**config.mk**
```make
export PLATFORM = sky130hd
export DESIGN_NAME = i2c_master_bit_sequencer_core_flat
export DESIGN_NICKNAME = d
export VERILOG_FILES = /design/src/sv/i2cm_pkg.sv /design/src/sv/i2cm_req_if.sv /design/src/sv/i2cm_res_if.sv /design/src/sv/i2cm_seq.sv /design/src/sv/i2cm_out_reg.sv /design/src/sv/i2c_master_bit_sequencer_core.sv /design/src/flat_wrapper.sv
export SDC_FILE = /design/constraint.sdc
export NUM_CORES = 1
export LEC_CHECK = 0
export BUFFER_PORTS_ARGS = -buffer_cell sky130_fd_sc_hd__buf_4
export CAP_MARGIN = 0
export CORE_MARGIN = 2
export CORE_UTILIZATION = 60
export CTS_BUF_LIST = sky130_fd_sc_hd__clkbuf_8
export DETAILED_ROUTE_END_ITERATION = 10
export PLACE_DENSITY = 0.79
export SYNTH_ARGS = -nofsm -noshare
export SYNTH_HDL_FRONTEND = slang
export SYNTH_SLANG_ARGS = --single-unit
export TNS_END_PERCENT = 50
```
**constraint.sdc**
```tcl
create_clock -name clk -period 4 [get_ports clk]
set_clock_uncertainty 0.2 [all_clocks]
set_input_delay 0.2 -clock clk [delete_from_list [all_inputs] [get_ports clk]]
set_output_delay 0.2 -clock clk [all_outputs]
set_load 0.02 [all_outputs]
```
**src/sv/i2cm_pkg.sv**
```systemverilog
// i2cm_pkg: shared types and constants of the i2c master bit sequencer
// no dependencies; used by every other file of the block
package i2cm_pkg;

  localparam int DATA_BITS = 8;
  localparam int BYTE_W    = 8;
  localparam int BIT_W     = $clog2(DATA_BITS + 1);

  typedef enum logic [2:0] {
    CMD_TICK    = 3'd0,
    CMD_WRITE   = 3'd1,
    CMD_READ    = 3'd2,
    CMD_START   = 3'd3,
    CMD_RESTART = 3'd4,
    CMD_STOP    = 3'd5
  } cmd_t;

  typedef enum logic [5:0] {
    OP_IDLE    = 6'b000001,
    OP_WRITE   = 6'b000010,
    OP_READ    = 6'b000100,
    OP_START   = 6'b001000,
    OP_RESTART = 6'b010000,
    OP_STOP    = 6'b100000
  } op_t;

  typedef struct packed {
    logic              scl_drive;
    logic              sda_drive;
    logic              busy_res;
    logic              done_res;
    logic [BYTE_W-1:0] rx_byte;
    logic              ack_bit;
    logic              bad_command;
  } res_t;

endpackage

```
**src/sv/i2cm_req_if.sv**
```systemverilog
// i2cm_req_if: request channel of the i2c master bit sequencer
// depends on i2cm_pkg for the byte width
interface i2cm_req_if;
  logic                      valid;
  logic                      ready;
  logic [2:0]                command;
  logic [i2cm_pkg::BYTE_W-1:0] data_byte;
  logic                      sda_line;

  modport source (output valid, command, data_byte, sda_line, input ready);
  modport sink (input valid, command, data_byte, sda_line, output ready);
endinterface

```
**src/sv/i2cm_res_if.sv**
```systemverilog
// i2cm_res_if: result channel of the i2c master bit sequencer
// depends on i2cm_pkg for the byte width
interface i2cm_res_if;
  logic                      valid;
  logic                      ready;
  logic                      scl_drive;
  logic                      sda_drive;
  logic                      busy_res;
  logic                      done_res;
  logic [i2cm_pkg::BYTE_W-1:0] rx_byte;
  logic                      ack_bit;
  logic                      bad_command;

  modport source (output valid, scl_drive, sda_drive, busy_res, done_res, rx_byte, ack_bit,
                  bad_command, input ready);
  modport sink (input valid, scl_drive, sda_drive, busy_res, done_res, rx_byte, ack_bit,
                bad_command, output ready);
endinterface

```
**src/sv/i2cm_seq.sv**
```systemverilog
// i2cm_seq: phase sequencer state and next-state logic of the i2c master
// depends on i2cm_pkg; steps once per accepted request and hands back the result
module i2cm_seq (
  input  logic                        clk,
  input  logic                        rst,
  input  logic                        acc,
  input  logic [2:0]                  command,
  input  logic [i2cm_pkg::BYTE_W-1:0] data_byte,
  input  logic                        sda_line,
  output i2cm_pkg::res_t              res_next
);

  i2cm_pkg::op_t                     op, op_next;
  logic [1:0]                        sub_cnt, sub_cnt_next;
  logic [i2cm_pkg::BIT_W-1:0]        bit_cnt, bit_cnt_next;
  logic [i2cm_pkg::DATA_BITS-1:0]    tx_shift, tx_shift_next;
  logic [i2cm_pkg::BYTE_W-1:0]       rx_shift, rx_shift_next;
  logic                              scl_level, scl_level_next;
  logic                              sda_level, sda_level_next;
  logic                              ack_held, ack_held_next;
  logic                              is_cmd, is_byte, ack_slot, last_phase;
  logic                              done, bad;

  always_comb begin
    op_next        = op;
    sub_cnt_next   = sub_cnt;
    bit_cnt_next   = bit_cnt;
    tx_shift_next  = tx_shift;
    rx_shift_next  = rx_shift;
    scl_level_next = scl_level;
    sda_level_next = sda_level;
    ack_held_next  = ack_held;
    done           = 1'b0;
    bad            = 1'b0;
    last_phase     = 1'b0;
    is_cmd  = (command == i2cm_pkg::CMD_WRITE) || (command == i2cm_pkg::CMD_READ) ||
              (command == i2cm_pkg::CMD_START) || (command == i2cm_pkg::CMD_RESTART) ||
              (command == i2cm_pkg::CMD_STOP);
    is_byte  = (op == i2cm_pkg::OP_WRITE) || (op == i2cm_pkg::OP_READ);
    ack_slot = (bit_cnt == i2cm_pkg::BIT_W'(i2cm_pkg::DATA_BITS));

    if (is_cmd) begin
      if (op != i2cm_pkg::OP_IDLE) begin
        bad = 1'b1;
      end else begin
        sub_cnt_next = 2'd0;
        bit_cnt_next = '0;
        unique case (command)
          i2cm_pkg::CMD_WRITE: begin
            op_next       = i2cm_pkg::OP_WRITE;
            tx_shift_next = i2cm_pkg::DATA_BITS'(data_byte);
          end
          i2cm_pkg::CMD_READ: begin
            op_next       = i2cm_pkg::OP_READ;
            rx_shift_next = '0;
          end
          i2cm_pkg::CMD_START:   op_next = i2cm_pkg::OP_START;
          i2cm_pkg::CMD_RESTART: op_next = i2cm_pkg::OP_RESTART;
          default:               op_next = i2cm_pkg::OP_STOP;
        endcase
      end
    end else if (op != i2cm_pkg::OP_IDLE) begin
      if (is_byte) begin
        unique case (sub_cnt)
          2'd0: begin
            // write bits come off the top of the shifter; read bits and ack clock release sda
            if (op == i2cm_pkg::OP_WRITE && !ack_slot) begin
              sda_level_next = tx_shift[i2cm_pkg::DATA_BITS-1];
              tx_shift_next  = tx_shift << 1;
            end else begin
              sda_level_next = 1'b1;
            end
          end
          2'd1: scl_level_next = 1'b1;
          2'd2: begin
            if (ack_slot) begin
              ack_held_next = sda_line;
            end else if (op == i2cm_pkg::OP_READ) begin
              rx_shift_next = {rx_shift[i2cm_pkg::BYTE_W-2:0], sda_line};
            end
            scl_level_next = 1'b0;
          end
          default: ;
        endcase
        last_phase = (sub_cnt == 2'd2) && ack_slot;
      end else if (op == i2cm_pkg::OP_START) begin
        unique case (sub_cnt)
          2'd0: begin
            sda_level_next = 1'b1;
            scl_level_next = 1'b1;
          end
          2'd1:    sda_level_next = 1'b0;
          default: scl_level_next = 1'b0;
        endcase
        last_phase = (sub_cnt == 2'd2);
      end else if (op == i2cm_pkg::OP_STOP) begin
        unique case (sub_cnt)
          2'd0:    sda_level_next = 1'b0;
          2'd1:    scl_level_next = 1'b1;
          default: sda_level_next = 1'b1;
        endcase
        last_phase = (sub_cnt == 2'd2);
      end else begin
        // stop then start: phases three and four sit in the second bit slot
        if (bit_cnt == i2cm_pkg::BIT_W'(1)) begin
          unique case (sub_cnt)
            2'd0:    sda_level_next = 1'b0;
            default: scl_level_next = 1'b0;
          endcase
        end else begin
          unique case (sub_cnt)
            2'd0:    sda_level_next = 1'b0;
            2'd1:    scl_level_next = 1'b1;
            default: sda_level_next = 1'b1;
          endcase
        end
        last_phase = (bit_cnt == i2cm_pkg::BIT_W'(1)) && (sub_cnt == 2'd1);
      end

      if (last_phase) begin
        op_next      = i2cm_pkg::OP_IDLE;
        sub_cnt_next = 2'd0;
        bit_cnt_next = '0;
        done         = 1'b1;
      end else if (sub_cnt == 2'd2) begin
        sub_cnt_next = 2'd0;
        bit_cnt_next = bit_cnt + i2cm_pkg::BIT_W'(1);
      end else begin
        sub_cnt_next = sub_cnt + 2'd1;
      end
    end

    res_next.scl_drive   = scl_level_next;
    res_next.sda_drive   = sda_level_next;
    res_next.busy_res    = (op_next != i2cm_pkg::OP_IDLE);
    res_next.done_res    = done;
    res_next.rx_byte     = rx_shift_next;
    res_next.ack_bit     = ack_held_next;
    res_next.bad_command = bad;
  end

  always_ff @(posedge clk) begin
    if (rst) begin
      op        <= i2cm_pkg::OP_IDLE;
      sub_cnt   <= 2'd0;
      bit_cnt   <= '0;
      tx_shift  <= '0;
      rx_shift  <= '0;
      scl_level <= 1'b1;
      sda_level <= 1'b1;
      ack_held  <= 1'b1;
    end else if (acc) begin
      op        <= op_next;
      sub_cnt   <= sub_cnt_next;
      bit_cnt   <= bit_cnt_next;
      tx_shift  <= tx_shift_next;
      rx_shift  <= rx_shift_next;
      scl_level <= scl_level_next;
      sda_level <= sda_level_next;
      ack_held  <= ack_held_next;
    end
  end

  a_cmd_starts: assert property (@(posedge clk) disable iff (rst)
    acc && is_cmd && op == i2cm_pkg::OP_IDLE |=> op != i2cm_pkg::OP_IDLE)
    else $error("accepted command did not start a sequence");

  a_done_idles: assert property (@(posedge clk) disable iff (rst)
    acc && res_next.done_res |=> op == i2cm_pkg::OP_IDLE)
    else $error("sequence finished but stayed busy");

  a_sub_range: assert property (@(posedge clk) disable iff (rst)
    sub_cnt != 2'd3)
    else $error("phase counter out of range");

  a_bit_range: assert property (@(posedge clk) disable iff (rst)
    bit_cnt <= i2cm_pkg::BIT_W'(i2cm_pkg::DATA_BITS))
    else $error("bit counter beyond ack slot");

  a_idle_clear: assert property (@(posedge clk) disable iff (rst)
    op == i2cm_pkg::OP_IDLE |-> sub_cnt == 2'd0 && bit_cnt == '0)
    else $error("counters not cleared while idle");

  a_bad_busy: assert property (@(posedge clk) disable iff (rst)
    res_next.bad_command |-> op != i2cm_pkg::OP_IDLE)
    else $error("command flagged while idle");

endmodule

```
**src/sv/i2cm_out_reg.sv**
```systemverilog
// i2cm_out_reg: result register between the sequencer and the result channel
// depends on i2cm_pkg for the result struct
module i2cm_out_reg (
  input  logic           clk,
  input  logic           rst,
  input  logic           load,
  input  i2cm_pkg::res_t res_in,
  output logic           res_valid,
  input  logic           res_ready,
  output i2cm_pkg::res_t res_q
);

  always_ff @(posedge clk) begin
    if (rst) begin
      res_valid <= 1'b0;
    end else if (load) begin
      res_valid <= 1'b1;
    end else if (res_ready) begin
      res_valid <= 1'b0;
    end
  end

  always_ff @(posedge clk) begin
    if (load) begin
      res_q <= res_in;
    end
  end

endmodule

```
**src/sv/i2c_master_bit_sequencer_core.sv**
```systemverilog
// i2c_master_bit_sequencer_core: top level of the i2c master bit sequencer
// depends on i2cm_pkg, i2cm_req_if, i2cm_res_if, i2cm_seq and i2cm_out_reg
//
// usage:
//   req carries one request per handshake: a command (tick, write byte, read
//   byte, start, stop then start, stop), the byte to send and the sampled
//   sda level. res returns exactly one result per request: the scl and sda
//   drive levels, busy, done, the gathered byte, the ack level and a flag for
//   a command that arrived while a sequence was running.
//   a command only loads a sequence; every later tick moves one phase. a bit
//   takes three ticks, a byte with its ack clock takes 27 ticks.
// timing and throughput:
//   a request is handled in the cycle it is accepted and its result is
//   registered, showing on res in the next cycle. one request per cycle is
//   accepted, limited only by the single result register: req.ready is high
//   while that register is empty or being drained in the same cycle.
// reset:
//   synchronous rst returns to idle with scl and sda released, counters and
//   shifters cleared, ack held at nak, and no result pending.
// stalls:
//   while res.ready is low a pending result holds and req.ready drops, so the
//   sequencer state does not advance until the result is taken.
module i2c_master_bit_sequencer_core (
  input logic     clk,
  input logic     rst,
  i2cm_req_if.sink   req,
  i2cm_res_if.source res
);

  logic           acc;
  logic           res_valid;
  i2cm_pkg::res_t res_next;
  i2cm_pkg::res_t res_q;

  assign req.ready = !res_valid || res.ready;
  assign acc       = req.valid && req.ready;

  i2cm_seq u_seq (
    .clk       (clk),
    .rst       (rst),
    .acc       (acc),
    .command   (req.command),
    .data_byte (req.data_byte),
    .sda_line  (req.sda_line),
    .res_next  (res_next)
  );

  i2cm_out_reg u_out_reg (
    .clk       (clk),
    .rst       (rst),
    .load      (acc),
    .res_in    (res_next),
    .res_valid (res_valid),
    .res_ready (res.ready),
    .res_q     (res_q)
  );

  assign res.valid       = res_valid;
  assign res.scl_drive   = res_q.scl_drive;
  assign res.sda_drive   = res_q.sda_drive;
  assign res.busy_res    = res_q.busy_res;
  assign res.done_res    = res_q.done_res;
  assign res.rx_byte     = res_q.rx_byte;
  assign res.ack_bit     = res_q.ack_bit;
  assign res.bad_command = res_q.bad_command;

endmodule

```
**src/flat_wrapper.sv**
```systemverilog
// flat-port wrapper written by rule: the top's interface ports become plain ports
module i2c_master_bit_sequencer_core_flat 
  (clk, rst, req_valid, req_command, req_data_byte, req_sda_line, req_ready, res_valid, res_scl_drive, res_sda_drive, res_busy_res, res_done_res, res_rx_byte, res_ack_bit, res_bad_command, res_ready);
  i2cm_req_if req_i ();
  i2cm_res_if res_i ();
  input logic clk;
  input logic rst;
  input wire logic [$bits(req_i.valid)-1:0] req_valid;
  input wire logic [$bits(req_i.command)-1:0] req_command;
  input wire logic [$bits(req_i.data_byte)-1:0] req_data_byte;
  input wire logic [$bits(req_i.sda_line)-1:0] req_sda_line;
  output wire logic [$bits(req_i.ready)-1:0] req_ready;
  output wire logic [$bits(res_i.valid)-1:0] res_valid;
  output wire logic [$bits(res_i.scl_drive)-1:0] res_scl_drive;
  output wire logic [$bits(res_i.sda_drive)-1:0] res_sda_drive;
  output wire logic [$bits(res_i.busy_res)-1:0] res_busy_res;
  output wire logic [$bits(res_i.done_res)-1:0] res_done_res;
  output wire logic [$bits(res_i.rx_byte)-1:0] res_rx_byte;
  output wire logic [$bits(res_i.ack_bit)-1:0] res_ack_bit;
  output wire logic [$bits(res_i.bad_command)-1:0] res_bad_command;
  input wire logic [$bits(res_i.ready)-1:0] res_ready;
  assign req_i.valid = req_valid;
  assign req_i.command = req_command;
  assign req_i.data_byte = req_data_byte;
  assign req_i.sda_line = req_sda_line;
  assign req_ready = req_i.ready;
  assign res_valid = res_i.valid;
  assign res_scl_drive = res_i.scl_drive;
  assign res_sda_drive = res_i.sda_drive;
  assign res_busy_res = res_i.busy_res;
  assign res_done_res = res_i.done_res;
  assign res_rx_byte = res_i.rx_byte;
  assign res_ack_bit = res_i.ack_bit;
  assign res_bad_command = res_i.bad_command;
  assign res_i.ready = res_ready;
  i2c_master_bit_sequencer_core u_core (.clk(clk), .rst(rst), .req(req_i), .res(res_i));
endmodule
```
# Word-level counts from Yosys, hierarchy flattened

Cells that the tools add are included.

Bits in registers: 46
Bits of input ports: 16
Output and inout bits: 16
Word-level logic and storage cells: 124

Add/sub/neg operators: 2
Equality and inequality tests: 16
Muxes and demuxes: 65
Bitwise operators: 1
Reductions and logical operators: 24

Operator list:

| operator                                                                | count |
|---|---|
| 8-bit two-way mux                                                       | 15 |
| 1-bit two-way mux                                                       | 31 |
| 6-bit two-way mux                                                       | 4 |
| 6-bit one-hot mux with 4 select lines                                   | 1 |
| 4-bit two-way mux                                                       | 5 |
| 6-bit by 1-bit inequality test with 1-bit output, second input constant | 2 |
| 2-bit nonzero test                                                      | 6 |
| 2-bit two-way mux                                                       | 5 |
| 1-bit one-hot mux with 2 select lines                                   | 4 |
| 7-bit AND reduction                                                     | 1 |
| 3-bit by 2-bit == test with 1-bit output, second input constant         | 2 |
| 3-bit == test, second input constant                                    | 2 |
| 6-bit by 2-bit == test with 1-bit output, second input constant         | 1 |
| 6-bit by 3-bit == test with 1-bit output, second input constant         | 1 |
| 6-bit by 4-bit == test with 1-bit output, second input constant         | 1 |
| 6-bit == test, second input constant                                    | 1 |
| 1-bit logical OR                                                        | 6 |
| 4-bit by 1-bit adder with 4-bit output, second input constant           | 1 |
| 4-bit by 1-bit == test with 1-bit output, second input constant         | 1 |
| 4-bit == test, second input constant                                    | 1 |
| 1-bit logical AND                                                       | 4 |
| 4-bit AND reduction                                                     | 1 |
| 3-bit by 1-bit == test with 1-bit output, second input constant         | 1 |
| 3-bit AND reduction                                                     | 1 |
| 9 further kinds                                                         | 10 |

# Logic depth before layout (Yosys ltp)

Gate-level depths: netlist (run 1).

Word-level depth: 11
Depth in mapped cells: 10
Gate-level depth less buffers: 8

# Cells and area by module

Synthesis (run 1) repeated with hierarchy kept, for this count alone.

Cells, all modules: 264
Area total of the unflattened synthesis: 2483.6 µm²

Modules (own cells, without submodules):

| module                        | times used | cells an instance | area an instance (µm²) | seq. area each (µm²) |
|---|---|---|---|---|
| i2cm_seq                      | 1          | 244               | 2001.9                 | 620.6 |
| i2cm_out_reg                  | 1          | 18                | 459.2                  | 440.4 |
| i2c_master_bit_sequencer_core | 1          | 2                 | 22.5                   | 0.0 |

# Worst setup path before layout (run 1)

No wires, ideal clock.

Path type: register to register
From: register u_core.u_seq.op[1]
To: register u_core.u_seq.tx_shift[6] in the netlist's numbering
Arrival: 2.605 ns
Path slack: 1.107 ns
Stages on the path, launching flop included: 11
Period minus slack after synthesis: 2.893 ns
Cells stage by stage: dfxtp_1 buf_6 or4b_4 or2_1 buf_6 ha_1 nand3_1 o32ai_4 buf_6 nor2_1 a311oi_2

Word-level cells in the longest chain between the ends: 4
Elaborated cells on any way between the ends: 11
Those cells by class: eq/ne (4); reduce/logical (7)

Ends and longest elaborated chain:

| item                                                                                                 | RTL line                       | RTL |
|---|---|---|
| start, declared                                                                                      | i2cm_seq.sv:13                 | `i2cm_pkg::op_t op, op_next;` |
| start signal, assigned                                                                               | i2cm_seq.sv:144                | `op <= i2cm_pkg::OP_IDLE;` |
| start signal, assigned                                                                               | i2cm_seq.sv:153                | `op <= op_next;` |
| 6-bit by 2-bit == test with 1-bit output or 6-bit by 3-bit == test with 1-bit output (tied branches) | i2cm_seq.sv:39, i2cm_seq.sv:67 |  |
| 1-bit logical AND or 1-bit logical OR (tied branches)                                                | i2cm_seq.sv:67, i2cm_seq.sv:39 |  |
| 2-bit nonzero test (no source line)                                                                  | n/a                            |  |
| 7-bit AND reduction (no source line) *                                                               | n/a                            |  |
| end signal, assigned                                                                                 | i2cm_seq.sv:156                | `tx_shift <= tx_shift_next;` |
| end, declared                                                                                        | i2cm_seq.sv:16                 | `logic [i2cm_pkg::DATA_BITS-1:0] tx_shift, tx_shift_next;` |

Every way passes the cells marked *; elsewhere a longest branch is shown, timed or not.
A chain may end at the register's enable or synchronous reset.

# Worst setup path after layout (run 1)

Ends and elaborated chain as after synthesis.

==> results.md, run 1 <==
- Status: finished, final reports clean
- Max incr delay on CP: approximately 670 ps
- Vias in the first global route: 1889
- Root buffer cell: clkbuf_8
- RSZ-0062 raised after global routing: no
- #FFs+latches synth: 46
- Final HPWL DP: a little under 4000 microns
- Critical Path Slowest Stage Cell: o32ai_4
- # nets final: between 300 and 400
- Worst-path fanout max: 15
- Core ar.: just over 4000 sq um
- Total GRT Usage: 0.238
- Worst reg2reg path depth: 7
- Critical Path, Cell by Cell: or4b_4, or2_1, ha_1, nand3_1, o32ai_4, nor2_1, a311oi_2
- Finish-stage setup viols: 0
- Antenna violations before repair: 0
- Synth top area share: 0.247
- Die area: a little under 5000 sq um
- Min-Delay Path Class: in -> reg
- Top cells by area, synth: dfxtp_1 (25%), edfxtp_1 (16%), ha_1 (5.3%)
- Relative slew margins: 0.410
- GPL Wtd Cong: approximately 0.9
- Grt met1 use: 0.337
- First DRT Iteration DRCs: about 210
- Max Slew Vio Count: 0
- Layer with the highest usage: met2
- Post-place instance area: between 2000 and 3000 sq um
- TritonCTS clock tree: done
- Most frequent cells in the layout: buf_4 (32), dfxtp_1 (32), nor2_1 (24)
- Crit end category: flip-flop
- Clock tree sinks: between 40 and 50
- Diodes inserted: 0
- Post-synth EDFFs: 14
- Wire per inst: 16.2 microns
- CTS Buffer Depth: 2
- Startpoint types: flip-flop
- Total global routing overflow: 0
- Clock buffer count from CTS: 5
- Area grow syn2layout: 13.8%
- Synth area leader: dfxtp_1
- Post-Route Setup TNS: 0 ps
- First-pass GRT wire length: a little over 9000 microns
- Initial DRT Pass Iterations: 4
- Layout cells sized above 1: 0.227
- Post-synthesis cell type count: 70
- Worst-path clk slew: about 90 ps
- Final hold vios: 0
- DIE WIDTH: 69.8 microns
- Overall Power: 1000 uW
- Die Y: between 60 and 70 microns
- IO Pins: 32
- Syn_area_per_cell: 10.2 sq um
- Largest net degree at the start of global routing: 29
- R2r setup slk: a little over 700 ps
- Worst IR Drop VDD: between 0.0002 and 0.00025 V
- Vias per cell: between 6 and 7
- Fraction of registers with async set/reset: 0
- Highest clock rate: 305 MHz
- Top FF cell, synth: dfxtp_1
- Power Density: 338 nW/um^2
- Mapped Cells: 254
- H-tree Lvls: 2
- CP arrival: 3300 ps
- Period minus WS final: approximately 3300 ps
- Worst slew pin tran: ~880 ps
- Cell area after layout: between 2000 and 3000 sq um
- Period utilization: 0.820
- Number of core rows: 23
- Sequential share of the synthesized area: 0.408
- Critical path class: reg -> reg
- Max_cap viols: 0
- Leak: about 0.0011 uW
- Mapped Area: 2600 sq um
- Met3 Use GR: 0.0523
- Synth Net Count: approximately 280
- DRT Wirelength: 5520 microns
- Fill count: roughly 320
- Yosys warning total: 0
- Vias: 2080
- I/O Buffers: 31
- Initial Util: 0.636
- Hold Crit Depth: 3
- Routed Antenna Nets: 0
- Drt drc: 0
- GR Util met2: 0.365
- Final core utilization: 0.723
- CP required: 4020 ps
- Clk_lat worst skew: 310 ps
## worst paths after layout
kind                                              start                  endpoint
worst max-delay path                 u_core.u_seq.op[1]  u_core.u_seq.tx_shift[6]
worst min-delay path                     req_command[0]        u_core.u_seq.op[5]
worst max register to register       u_core.u_seq.op[1]  u_core.u_seq.tx_shift[6]
worst min register to register  u_core.u_seq.sub_cnt[1]   u_core.u_seq.sub_cnt[1]
## power by group
part	internal, uW	leakage, uW	total (uW)	switching, uW
registers	500	0.000390	512	12.2
logic	77.2	0.000660	195	118
clock network	123	0.0000441	293	170
total	700	0.00109	1000	300
## metal layers
metal / vias up / share of wire
met2: 68 / 0.46
met3: 10 / 0.066
met5: - / 0
met4: 0 / 0.015
li1: 1027 / -
met1: 975 / 0.46
## sequential cells by signal (all words and copies together), names as in the netlist
| signal | cells |
|---|---|
| u_core.u_seq.sda_level | 1 |
| u_core.u_seq.scl_level | 1 |
| u_core.u_seq.sub_cnt | 2 |
| u_core.u_out_reg.res_q | 14 |
| u_core.u_seq.tx_shift | 8 |
| u_core.u_seq.bit_cnt | 4 |
| u_core.u_out_reg.res_valid | 1 |
| u_core.u_seq.op | 6 |
| u_core.u_seq.ack_held | 1 |
| u_core.u_seq.rx_shift | 8 |
## cell families (layout without fill, tap and decap cells)
family	count (synthesis)	in the layout	share of synthesized area
buf+inv	27	64	0.0727
mux	4	4	0.0159
flops	46	46	0.408
compound gates	67	67	0.240
fa+ha+maj	11	11	0.0530
xor+xnor	2	2	0.00674
simple gates	97	97	0.203
## final cells by class
cell class	count	area, sq um	area share
inverter	15	63.8	0.0216
multi-input combinational	181	1350	0.456
clock buffer	5	68.8	0.0233
tap	50	62.6	0.0212
sequential	46	1060	0.359
timing repair buffer	41	330	0.112
clock inverter	3	21.3	0.00720
## what timing repair did
action / in CTS / in global routing
endpoints found under the hold margin: 9 / 0
hold buffers: 9 / 0
resized for setup: 0 / 0
buffers inserted: 0 / 0
## worst max-delay path, delay by kind of cell (launching register included)
kind / cells / cell delay [ps]
fa+ha+maj: 1 / 440
flops: 1 / 380
simple gates: 4 / 1240
compound gates: 2 / 930
## stage by stage
| stage | cells | setup slack, ps | hold slack, ps |
|---|---|---|---|
| final | 341 | 722 | 9.85 |
| after global routing | 341 | 529 | 16.5 |
| after CTS | 341 | 718 | 0.766 |
| after detailed placement | 324 | 738 | 292 |
| after global placement | 324 | 866 | 263 |
| after floorplan | 254 | 1110 | 129 |
## synth_stat cells (3+ instances only)
master    number
a31oi_1        5
ha_1          11
a311oi_2       6
nand4_1        7
nor2b_1        3
and2_1         7
o22ai_1        3
a22o_1         8
inv_1         13
nor4_1         3
a22oi_1        8
nand2_1       22
nor2_1        24
mux2i_1        3
dfxtp_1       32
edfxtp_1      14
buf_6          5
nand3_1        7
a21oi_1        9
o31ai_1        3
clkbuf_8       4
Power figures use the tool's default switching activity.
==> run 2: changes to the inputs <==
--- a/config.mk
+++ b/config.mk
@@ -5,6 +5,7 @@
 export SDC_FILE = /design/constraint.sdc
 export NUM_CORES = 1
 export LEC_CHECK = 0
+export ABC_AREA = 1
 export BUFFER_PORTS_ARGS = -buffer_cell sky130_fd_sc_hd__buf_4
 export CAP_MARGIN = 0
 export CORE_MARGIN = 2
==> constraint.sdc (replaced) <==
create_clock -name clk -period 3.4 [get_ports clk]
set_clock_uncertainty 0.2 [all_clocks]
set_input_delay 0.17 -clock clk [delete_from_list [all_inputs] [get_ports clk]]
set_output_delay 0.17 -clock clk [all_outputs]
set_load 0.02 [all_outputs]
==> run 2 against run 1 <==
The flow now finishes with violations (negative hold slack). Synthesized cell count is 42% higher. Count of clock-buffer cells in the layout is the same. First-iteration DRC count fell by 4.7%. Critical path type is now in -> reg. Largest cell class unchanged. Largest power group unchanged.
==> results.md, run 2 <==
- Status: finished, violations left
- Failing checks: negative hold slack
- Main combinational cell family by area after synthesis: simple AND/OR/NAND/NOR gates
- Number of core rows: 24 (+4.3%)
- Relative slew margins: 0.245 (-0.164)
- DRT Wirelength: 5540 microns (+0.34%)
- # nets final: 418 (+32%)
- Mux contribution to synthesized area: 0 (-0.0159)
- DIE WIDTH: 70.7 microns (+1.2%)
- Layout cells sized above 1: 0.163 (-0.0635)
- Wire per inst: 12.5 microns (-23%)
- Final core utilization: 0.709 (-0.0143)
- Worst hold slack: -4.45 ps (-14.3 ps)
- Worst reg2reg path depth: 9 (+2)
- Critical Path, Cell by Cell: buf_4, nor2_1, o21ai_2, inv_1, ha_1, nor3_1, nand2_2, nand2_1, nand2_1, nor2_1
- Fraction of registers with async set/reset: 0 (unchanged)
- Vias: 2426 (+17%)
- Synth top area share: 0.240 (-0.00637)
- Mapped Area: 2670 sq um (+2.6%)
- IO Pins: 32 (unchanged)
- Routed Antenna Nets: 0 (unchanged)
- First-pass GRT wire length: 9770 microns (+6.8%)
- Stages on worst setup path: 10 (+3)
- Clock buffer count from CTS: 5 (unchanged)
- Worst R2R End: u_core.u_seq.tx_shift[3]
- Buf/Inv on CP: 2 (+2)
- Antenna violations before repair: 0 (unchanged)
- Finish-stage setup viols: 0 (unchanged)
- Period utilization: 0.799
- Post-synthesis simple-gate area fraction: 0.303 (+0.100)
- H-tree Lvls: 2 (unchanged)
- Highest clock rate: 368 MHz
- Drt drc: 0 (unchanged)
- Root buffer cell: clkbuf_8
- Detail Route met3 WL: 257 microns (-30%)
- Most frequent cells in the layout: nand2_1 (73), inv_1 (47), nand3_1 (40)
- Final HPWL DP: 4040 microns (+1.5%)
- CP arrival: 2760 ps (-540 ps)
- Clk_lat worst skew: 310 ps (about the same)
- Syn_area_per_cell: 7.39 sq um (-28%)
- Period minus WS final: approximately 2700 ps
- Initial DRT Pass Iterations: 5 (+1)
- Worst-path fanout max: 30 (+15)
- Routed wl met2: 2670 microns (+6.1%)
- Top-count cell post-synth: nand2_1
- Largest net degree at the start of global routing: 38 (+31%)
- Final hold vios: 1 (+1)
- I/O Buffers: 31 (unchanged)
- Worst IR Drop VDD: 0.000284 V (+28%)
- #FFs+latches synth: 46 (unchanged)
- Post-Place Setup Slack: 404 ps (-334 ps)
- Synth Area in Compound Gates: 0.148 (-0.0925)
- Top reg by flops: u_core.u_out_reg.res_q
- Worst slew pin tran: 1130 ps (+247 ps)
- Core ar.: 4320 sq um (+5.8%)
- Commonest non-fill, non-tap cell in the layout: nand2_1
- Max incr delay on CP: 850 ps (+180 ps)
- Diodes inserted: 0 (unchanged)
- Post-synth top cells: nand2_1 (73), inv_1 (47), nand3_1 (40)
- Top FF cell, synth: dfxtp_1
- Total GRT Usage: 0.236 (-0.00167)
- Routed met1 length: 2500 microns (-2.1%)
- Worst-path clk slew: 90 ps (about the same)
- Post-synthesis cell type count: 36 (-49%)
- Synth area leader: dfxtp_1
- Leak: 0.00149 uW (+36%)
- Fill count: 372 (+18%)
- XOR/XNOR Fraction of Synth Area: 0.00657 (-0.000174)
- Sequential share of the synthesized area: 0.398 (-0.0105)
- RSZ-0062 raised after global routing: no
- Die area: 4990 sq um (+2.5%)
- Area grow syn2layout: 15.0%
- Initial Util: 0.617 (-0.0190)
- Die Y: 70.7 microns (+1.2%)
- Hold path startpoint: res_ready
- Startpoint types: input port
- Synth Net Count: 388 (+38%)
- R2r setup slk: 1140 ps (+420 ps)
- Critical path class: in -> reg
- Reg2Reg Launch Point: u_core.u_seq.op[5]
- Top cells by area, synth: dfxtp_1 (24%), edfxtp_1 (16%), nand2_1 (10%)
- Post-synthesis adder-cell area fraction: 0.0516 (-0.00137)
- First DRT Iteration DRCs: 203 (-4.7%)
- Top layer in use: met4
- Vias in the first global route: 2313 (+22%)
- Final worst slack: 683 ps (-38.8 ps)
- Yosys warning total: 0 (unchanged)
- Largest registers: u_core.u_out_reg.res_q (14), u_core.u_seq.rx_shift (8), u_core.u_seq.tx_shift (8)
- Crit-path leading delay family: compound AO/OA/AOI/OAI gates
- Clock tree sinks: 46 (unchanged)
- GPL Wtd Cong: 0.900 (+0.70%)
- Vias per cell: 5.46 (-10%)
- Max_cap viols: 0 (unchanged)
- Crit end category: flip-flop
- TritonCTS clock tree: done
- Post-synth EDFFs: 14 (unchanged)
- Max Slew Vio Count: 0 (unchanged)
- CTS Buffer Depth: 2 (unchanged)
- Power Density: 438 nW/um^2 (+29%)
- Min-Delay Path Class: in -> reg
- Hold EP: u_core.u_out_reg.res_valid
- CP required: 3440 ps (-580 ps)
- Total global routing overflow: 0 (unchanged)
- Max reg flops: 14 (unchanged)
- Hold Crit Depth: 4 (+1)
- Critical Path Slowest Stage Cell: o21ai_2
- Post-Route Setup TNS: 0 ps (unchanged)
- Mapped Cells: 361 (+42%)
[run 2: layout make-up]
type                            count  area (sq um)  area share
Clock buffer                        5          68.8      0.0224
Clock inverter                      3          43.8      0.0143
Inverter                           52           198      0.0645
Multi-Input combinational cell    252          1370       0.447
Sequential cell                    46          1060       0.346
Tap cell                           52          65.1      0.0212
Timing Repair Buffer               34           260      0.0849
[run 2: worst register-to-register path: cells and delay by family, from the launching register on]
kind,cells,cell delay [ps]
adders and majority gates,1,350
DFF,1,350
buffers and inverters,1,170
and+or+nand+nor,6,970
AOI/OAI and AO/OA,1,120
[run 2: power by group]
part,total [uW],internal [uW],switching (uW)
sequential,641,611,29.8
combinational,288,107,181
clock,414,220,194
total,1340,938,405
[run 2: kinds of logic after synthesis]
logic type | count (synthesis)
simple gates | 169
compound gates | 70
buf+inv | 63
flops | 46
fa+ha+maj | 11
xor+xnor | 2
[run 2: worst max path at each step]
stage,start,to,slack (ps)
CTS,req_command[1],u_core.u_seq.bit_cnt[0],680
global placement,req_command[1],u_core.u_seq.bit_cnt[0],510
floorplan,u_core.u_out_reg.res_valid,u_core.u_out_reg.res_q[0],1350
finish,req_command[1],u_core.u_seq.bit_cnt[0],680
detailed placement,req_command[1],u_core.u_seq.bit_cnt[0],400
global route,req_command[1],u_core.u_seq.bit_cnt[0],230
[run 2: metal layers]
metal  vias to the layer above  GRT usage
met5                         -          0
met4                         0     0.0734
met3                        12     0.0456
met2                        53      0.409
met1                      1118      0.300
li1                       1243          -
[run 2: through the flow]
step | cells | cell area, sq um | total power (uW)
after global placement | 434 | 2930 | 930
after global routing | 444 | 3070 | 1400
final | 444 | 3070 | 1340
after detailed placement | 434 | 2930 | 938
after CTS | 444 | 3070 | 1350
after floorplan | 361 | 2670 | 857
[run 2: what timing repair did]
action | 4_1_cts | 5_1_grt
hold buffers | 2 | 0
endpoints found under the hold margin | 8 | 0
setup buffers | 0 | 0
gates resized for setup | 0 | 0
